[src/design/prl_pkg.sv]
// Shared types and codes for the positional record list unit.
// Used by prl_ctrl and positional_record_list_unit; depends on nothing else.
package prl_pkg;

  localparam int ACCT_W   = 31;
  localparam int PIN_W    = 31;
  localparam int BAL_W    = 32;
  localparam int POS_W    = 5;
  localparam int CNT_OUT_W = 5;
  localparam int STATUS_W = 2;

  typedef enum logic [STATUS_W-1:0] {
    ST_DONE  = 2'd0,
    ST_RANGE = 2'd1,
    ST_FULL  = 2'd2
  } status_t;

  typedef enum logic {
    REQ_INSERT = 1'b0,
    REQ_REMOVE = 1'b1
  } req_kind_t;

  // One stored record, kept as a single memory word.
  typedef struct packed {
    logic [ACCT_W-1:0]       acct;
    logic [PIN_W-1:0]        pin;
    logic signed [BAL_W-1:0] bal;
  } rec_t;

  typedef struct packed {
    req_kind_t        kind;
    logic [POS_W-1:0] pos;
    rec_t             rec;
  } req_t;

  typedef struct packed {
    status_t              status;
    logic [ACCT_W-1:0]    removed;
    logic [CNT_OUT_W-1:0] count;
  } reply_t;

endpackage

[src/design/prl_ram.sv]
// Generic single-write, single-read RAM with a registered read port.
// Depends on nothing; used for the record store of the list unit.
module prl_ram #(
  parameter int WIDTH = 8,
  parameter int DEPTH = 16
) (
  input  logic                     clk,
  input  logic                     we,
  input  logic [$clog2(DEPTH)-1:0] waddr,
  input  logic [WIDTH-1:0]         wdata,
  input  logic [$clog2(DEPTH)-1:0] raddr,
  output logic [WIDTH-1:0]         rdata
);

  logic [WIDTH-1:0] mem [DEPTH];

  always_ff @(posedge clk) begin
    if (we) begin
      mem[waddr] <= wdata;
    end
    rdata <= mem[raddr];
  end

endmodule

[src/design/prl_ctrl.sv]
// Sequencer and record store of the positional record list unit.
// Depends on prl_pkg and prl_ram.
module prl_ctrl import prl_pkg::*; #(
  parameter int CAPACITY = 16
) (
  input  logic   clk,
  input  logic   rst,
  input  logic   start,
  input  req_t   req,
  input  logic   out_free,
  output logic   idle,
  output logic   done,
  output reply_t reply
);

  localparam int AW   = $clog2(CAPACITY);
  localparam int CW   = $clog2(CAPACITY + 1);
  localparam int CMPW = (CW > POS_W) ? CW : POS_W;

  typedef enum logic [3:0] {
    S_IDLE  = 4'b0001,
    S_SHIFT = 4'b0010,
    S_PLACE = 4'b0100,
    S_REPLY = 4'b1000
  } state_t;

  state_t state, state_next;

  logic [CW-1:0]     count;
  req_kind_t         kind;
  logic [POS_W-1:0]  pos;
  rec_t              rec;
  logic [CW-1:0]     ptr;
  logic              pend;
  logic              pend_cap;
  logic [AW-1:0]     pend_dst;
  status_t           status;
  logic [ACCT_W-1:0] removed;

  logic [CW-1:0] ptr_inc;
  logic [CW-1:0] ptr_dec;
  logic          more;
  logic          is_ins;
  logic [AW-1:0] raddr;
  logic          we;
  logic [AW-1:0] waddr;
  rec_t          wdata;
  rec_t          rdata;

  logic [CMPW-1:0] req_pos_x;
  logic [CMPW-1:0] count_x;
  logic            bad_pos;
  logic            list_full;

  // Index step unit: one increment and one decrement of the sweep pointer.
  assign ptr_inc = ptr + 1'b1;
  assign ptr_dec = ptr - 1'b1;
  assign is_ins  = (kind == REQ_INSERT);

  // An insert sweeps down from the count to the position; a remove sweeps
  // up from the position to the count.
  assign more  = is_ins ? (CMPW'(ptr) > CMPW'(pos)) : (ptr < count);
  assign raddr = is_ins ? ptr_dec[AW-1:0] : ptr[AW-1:0];

  assign req_pos_x = CMPW'(req.pos);
  assign count_x   = CMPW'(count);
  assign bad_pos   = (req.kind == REQ_INSERT) ? (req_pos_x > count_x)
                                              : (req_pos_x >= count_x);
  assign list_full = (count == CW'(CAPACITY));

  always_comb begin
    we    = 1'b0;
    waddr = pend_dst;
    wdata = rdata;
    if (state == S_SHIFT && pend && !pend_cap) begin
      we = 1'b1;
    end else if (state == S_PLACE) begin
      we    = 1'b1;
      waddr = AW'(pos);
      wdata = rec;
    end
  end

  prl_ram #(
    .WIDTH($bits(rec_t)),
    .DEPTH(CAPACITY)
  ) u_store (
    .clk  (clk),
    .we   (we),
    .waddr(waddr),
    .wdata(wdata),
    .raddr(raddr),
    .rdata(rdata)
  );

  always_comb begin
    state_next = state;
    case (state)
      S_IDLE: begin
        if (start) begin
          if (bad_pos || (req.kind == REQ_INSERT && list_full)) begin
            state_next = S_REPLY;
          end else begin
            state_next = S_SHIFT;
          end
        end
      end
      S_SHIFT: begin
        if (!more) begin
          state_next = is_ins ? S_PLACE : S_REPLY;
        end
      end
      S_PLACE: state_next = S_REPLY;
      S_REPLY: begin
        if (out_free) begin
          state_next = S_IDLE;
        end
      end
      default: state_next = S_IDLE;
    endcase
  end

  always_ff @(posedge clk) begin
    if (rst) begin
      state <= S_IDLE;
      count <= '0;
    end else begin
      state <= state_next;
      if (state == S_SHIFT && !more && !is_ins) begin
        count <= count - 1'b1;
      end else if (state == S_PLACE) begin
        count <= count + 1'b1;
      end
    end
  end

  always_ff @(posedge clk) begin
    case (state)
      S_IDLE: begin
        if (start) begin
          kind    <= req.kind;
          pos     <= req.pos;
          rec     <= req.rec;
          removed <= '0;
          pend    <= 1'b0;
          ptr     <= (req.kind == REQ_INSERT) ? count : CW'(req.pos);
          if (bad_pos) begin
            status <= ST_RANGE;
          end else if (req.kind == REQ_INSERT && list_full) begin
            status <= ST_FULL;
          end else begin
            status <= ST_DONE;
          end
        end
      end
      S_SHIFT: begin
        pend     <= more;
        pend_cap <= !is_ins && (CMPW'(ptr) == CMPW'(pos));
        pend_dst <= is_ins ? ptr[AW-1:0] : ptr_dec[AW-1:0];
        if (more) begin
          ptr <= is_ins ? ptr_dec : ptr_inc;
        end
        if (pend && pend_cap) begin
          removed <= rdata.acct;
        end
      end
      default: begin
      end
    endcase
  end

  assign idle          = (state == S_IDLE);
  assign done          = (state == S_REPLY) && out_free;
  assign reply.status  = status;
  assign reply.removed = removed;
  assign reply.count   = CNT_OUT_W'(count);

endmodule

[src/design/positional_record_list_unit.sv]
// Top level of the positional record list unit: request and reply channels.
// Depends on prl_pkg and prl_ctrl (which holds the prl_ram record store).
//
// The unit keeps an ordered list of up to CAPACITY account records (account
// number, pin, signed balance in cents) in one RAM with a registered read
// port. An insert beat places a record at a zero-based position and moves the
// entries at and after it up by one; a remove beat takes out the entry at a
// position, moves later entries down by one and reports its account number.
// A position past the list, or an insert into a full list, is rejected with
// a status code and leaves the list as it was; the position check comes
// first. Every request beat yields exactly one reply beat with the status,
// the removed account number (zero unless a remove succeeded) and the entry
// count afterwards. Entries are moved one per cycle through the single RAM
// port pair while the sequencer sweeps; an insert then writes the new record,
// and a rejected request goes straight to the reply. A receiver that holds
// the reply register full stalls the sequencer before it returns to idle.
// One request is in work at a time and in_ready is low meanwhile; the reply
// sits in an output register, and the next request is taken as soon as the
// reply has been handed over to it. Stored entries hold no value after
// reset; only entries below the count are ever used.
module positional_record_list_unit import prl_pkg::*; #(
  parameter int CAPACITY = 16
) (
  input  logic                    clk,
  input  logic                    rst,
  input  logic                    in_valid,
  output logic                    in_ready,
  input  logic                    req_type,
  input  logic [POS_W-1:0]        position,
  input  logic [ACCT_W-1:0]       account_number,
  input  logic [PIN_W-1:0]        pin_code,
  input  logic signed [BAL_W-1:0] balance_cents,
  output logic                    out_valid,
  input  logic                    out_ready,
  output logic [STATUS_W-1:0]     status,
  output logic [ACCT_W-1:0]       removed_account,
  output logic [CNT_OUT_W-1:0]    entry_count
);

  req_t   req;
  reply_t reply;
  logic   idle;
  logic   done;
  logic   start;
  logic   out_free;

  // Pack the request beat for the sequencer; it latches it on start.
  assign req.kind     = req_kind_t'(req_type);
  assign req.pos      = position;
  assign req.rec.acct = account_number;
  assign req.rec.pin  = pin_code;
  assign req.rec.bal  = balance_cents;

  assign in_ready = idle;
  assign start    = in_valid && in_ready;

  // The reply register is free when empty or being drained this cycle.
  assign out_free = !out_valid || out_ready;

  prl_ctrl #(
    .CAPACITY(CAPACITY)
  ) u_ctrl (
    .clk     (clk),
    .rst     (rst),
    .start   (start),
    .req     (req),
    .out_free(out_free),
    .idle    (idle),
    .done    (done),
    .reply   (reply)
  );

  // Output register: loaded only when the sequencer finishes and the slot is
  // free, so a waiting reply is never overwritten.
  always_ff @(posedge clk) begin
    if (rst) begin
      out_valid <= 1'b0;
    end else if (done) begin
      out_valid <= 1'b1;
    end else if (out_ready) begin
      out_valid <= 1'b0;
    end
  end

  always_ff @(posedge clk) begin
    if (done) begin
      status          <= reply.status;
      removed_account <= reply.removed;
      entry_count     <= reply.count;
    end
  end

endmodule
[config.mk]
export PLATFORM = sky130hd
export DESIGN_NAME = positional_record_list_unit
export DESIGN_NICKNAME = d
export VERILOG_FILES = /design/src/design/prl_pkg.sv /design/src/design/prl_ram.sv /design/src/design/prl_ctrl.sv /design/src/design/positional_record_list_unit.sv
export SDC_FILE = /design/constraint.sdc
export NUM_CORES = 1
export LEC_CHECK = 0
export ABC_AREA = 0
export BUFFER_PORTS_ARGS = -buffer_cell sky130_fd_sc_hd__buf_2
export CAP_MARGIN = 25
export CORE_MARGIN = 10
export CORE_UTILIZATION = 30
export CTS_CLUSTER_DIAMETER = 200
export DETAILED_ROUTE_END_ITERATION = 16
export PLACE_DENSITY = 0.42
export RECOVER_POWER = 50
export SLEW_MARGIN = 10
export SYNTH_ARGS = -nofsm -noshare
export SYNTH_HDL_FRONTEND = slang
export SYNTH_SLANG_ARGS = --single-unit
[constraint.sdc]
create_clock -name clk -period 4.11 [get_ports clk]
set_input_delay 0.6165 -clock clk [delete_from_list [all_inputs] [get_ports clk]]
set_output_delay 0.6165 -clock clk [all_outputs]
set_load 0.01 [all_outputs]
==> results.txt <==
WHS: 0.181 ns
DR vias: 11900
Clock Root Buffer: clkbuf_16
Syn_nets: 1370
Full die area: 95600 sq um
Post-CTS Hold Fix Bufs: 0
FF-to-FF path depth: 6
Clock Latency Late Sink: 0.61 ns
Crit path depth: 6
Synth Instances: 1244
Post-DP HPWL: 33200 microns
DR WL/cell: 23.9 microns
Sequential share of power: 48.5%
Vias in the first global route: 12900
Nets@finish: 1515
Run status: complete, but fails checks
CP max stage cell: clkbuf_1
Leak: 9.84 nW
Clk pwr share: 39.8%
Worst slew pin tran: 1.72 ns
Max frequency: 0.277 GHz
Unrepaired setup endpoints after global routing: false
Ys async rst share: 0%
DR iter-0 viols: 844
Critical path fanouts, max: 15
Chip Height: 309 microns
CTS tree: built
Cell chain of the critical path: inv_1 -> nor4_4 -> clkbuf_1 -> a31oi_1 -> nor2_4 -> buf_4
Main area contributors after synthesis: edfxtp_1 (74%), mux4_2 (11%), mux2i_1 (3.9%)
Failing checks: max-capacitance violations, max-slew violations
CP Data Required Time: 4.40 ns
Post-CTS resize count: 0
Yosys warnings: 0
Leading cell type in the layout, fill and taps excluded: edfxtp_1
Worst Setup Start Kind: flop
Pwr/cell area: 569 nW/um^2
Crit path DAT: 3.90 ns
Synth Register Bits: 656
Initial antenna violation count: 2
Max Cap Viol: 2
Starting density of the core: 30.4%
Final worst path period need: 3.61 ns
Sw frac: 23.7%
Syn_area_per_cell: 20.2 sq um
Gpl congestion: 0.704
Peak VDD IR: 225 uV
Largest stage delay on the critical path: 0.75 ns
Most frequent cells in the layout: edfxtp_1 (615), mux4_2 (124), nand2_1 (104)
DRT Pass-1 Iters: 5
Net Sw Power: 4.01 mW
PortBufs: 80
Final Hold Fails: 0
Post-route ant nets: 0
Post-CTS Repair Setup Buffers: 0
Share of layout cells above drive strength 1: 23.1%
Type of the worst min-delay path: input pin to flop
Number of flops mapped to enable cells by yosys: 615
Synth unique cells: 51
WP buf/inv: 3
Most used DFF post-synth: edfxtp_1
Clock Skew: 0.0178 ns
Routed WL: 60100 microns
Core Area: 82500 sq um
Crit path kind: flop to flop
Internal power: 12.9 mW
Largest net degree at the start of global routing: 99
Final Max Slew Viols: 43
FILL cells: 7695
Total grt overflow: 0
First-pass GRT wire length: 88700 microns
TNS Setup: 0 ns
Worst hold path stage count: 1
Clk sinks: 656
Comb power frac: 11.7%
Reg2reg setup slack: 0.50 ns
Slew margin rel.: -14.4%
ANT cells: 0
Via density: 4.72
Clock Tree Buf Depth: 3
TritonCTS Buffers: 74
Fin crit share: 87.9%
I/O pins: 144
Crit-path leading delay family: buffers and inverters
Critical Path End Type: flop
Clock slew at reported path FFs: 0.06 ns
Seq/Total Area, Yosys: 76.9%
Post-Syn Area: 25100 sq um
Post-synth top area cell: edfxtp_1
CTS H-tree lvls: 3
Placement Rows: 105
Synth-to-layout area growth: 18.2%
Die width: 309 microns
Top cell type's share of synthesized area: 73.6%
Drc violations: 0
Final Setup Violations: 0
Tot GR Track Use: 12.7%
## kinds of logic (layout without fill, tap and decap cells)
| family | count (synthesis) | after routing | share of synthesized area [%] |
|---|---|---|---|
| AOI/OAI and AO/OA | 48 | 48 | 1.26 |
| xor gates and xnor gates | 11 | 11 | 0.414 |
| and+or+nand+nor | 208 | 208 | 3.92 |
| buffers and inverters | 75 | 280 | 1.23 |
| DFF | 656 | 656 | 76.9 |
| muxes | 224 | 224 | 15.2 |
| adders and majority gates | 22 | 22 | 1.13 |
## final cells by class
class	count	area (sq um)	area share, %
repair buffers	122	812	2.74
clock buffers	105	2060	6.95
flip-flops and latches	656	19300	65.0
well taps	1070	1340	4.51
inverters	22	85.1	0.287
clock inverters	31	410	1.38
multi-input cells	513	5660	19.1
## per-layer routing
metal / GRT usage, % / share of wire (%) / vias to the layer above
li1: - / - / 5288
met1: 16.8 / 45 / 6302
met2: 21.1 / 49 / 218
met3: 2.28 / 4.3 / 84
met4: 3.56 / 1.8 / 4
met5: 0 / 0.040 / -
## sequential cells by signal (all words and copies together) (netlist names), 2 cells and up
signal and flops:
u_ctrl.u_store.mem 496, removed_account 31, u_ctrl.rec 31, u_ctrl.removed 31
u_ctrl.u_store.rdata 31, entry_count 5, u_ctrl.count 5, u_ctrl.pos 5
u_ctrl.ptr 5, u_ctrl.pend_dst 4, u_ctrl.state 4, status 2
u_ctrl.status 2
## power groups by stage
stage                     clock (mW)  sequential [mW]  combinational (mW)
after floorplan                    0             8.26                1.37
after global placement             0             8.32                2.01
after detailed placement           0             8.32                2.05
after CTS                       6.93             8.19                2.05
after global routing            7.21             8.21                2.20
final                           6.72             8.18                1.98
## through the flow
stage               area [sq um]  setup slack, ns  std cells  util [%]  power [mW]
floorplan                  25100            0.737       1244         -        9.63
global route               29700            0.276       2519      35.9        17.6
global placement           27300            0.758       2383      33.1        10.3
CTS                        29700            0.718       2519      36.1        17.2
detailed placement         27300            0.748       2383      33.1        10.4
finish                     29700            0.496       2519      35.9        16.9
## cell usage after synthesis, types with 2 or more instances
cell / number
o21ai_0: 9
dfxtp_1: 41
xnor2_1: 10
o32a_1: 3
nor3_1: 6
ha_1: 21
and2_1: 32
nand2b_1: 3
nor2b_1: 6
inv_1: 20
nor4_1: 2
buf_2: 19
nand4_1: 2
a31oi_1: 5
edfxtp_1: 615
a21boi_0: 2
buf_1: 12
a21o_1: 3
mux2i_1: 98
and3_1: 4
nand3_1: 7
a31o_2: 2
nor2_1: 27
nand3b_1: 2
mux4_2: 124
clkinv_2: 2
a21oi_1: 14
a211oi_1: 3
nor3b_1: 3
clkbuf_1: 22
nand2_1: 105
## worst paths after layout
check                                                  end          startpoint
worst max register to register  u_ctrl.u_store.mem[11][79]     u_ctrl.state[2]
worst min register to register         removed_account[19]  u_ctrl.removed[19]
worst min-delay path                        u_ctrl.rec[90]  account_number[27]
worst max-delay path            u_ctrl.u_store.mem[11][79]     u_ctrl.state[2]
(Power assumes the default switching activity.)
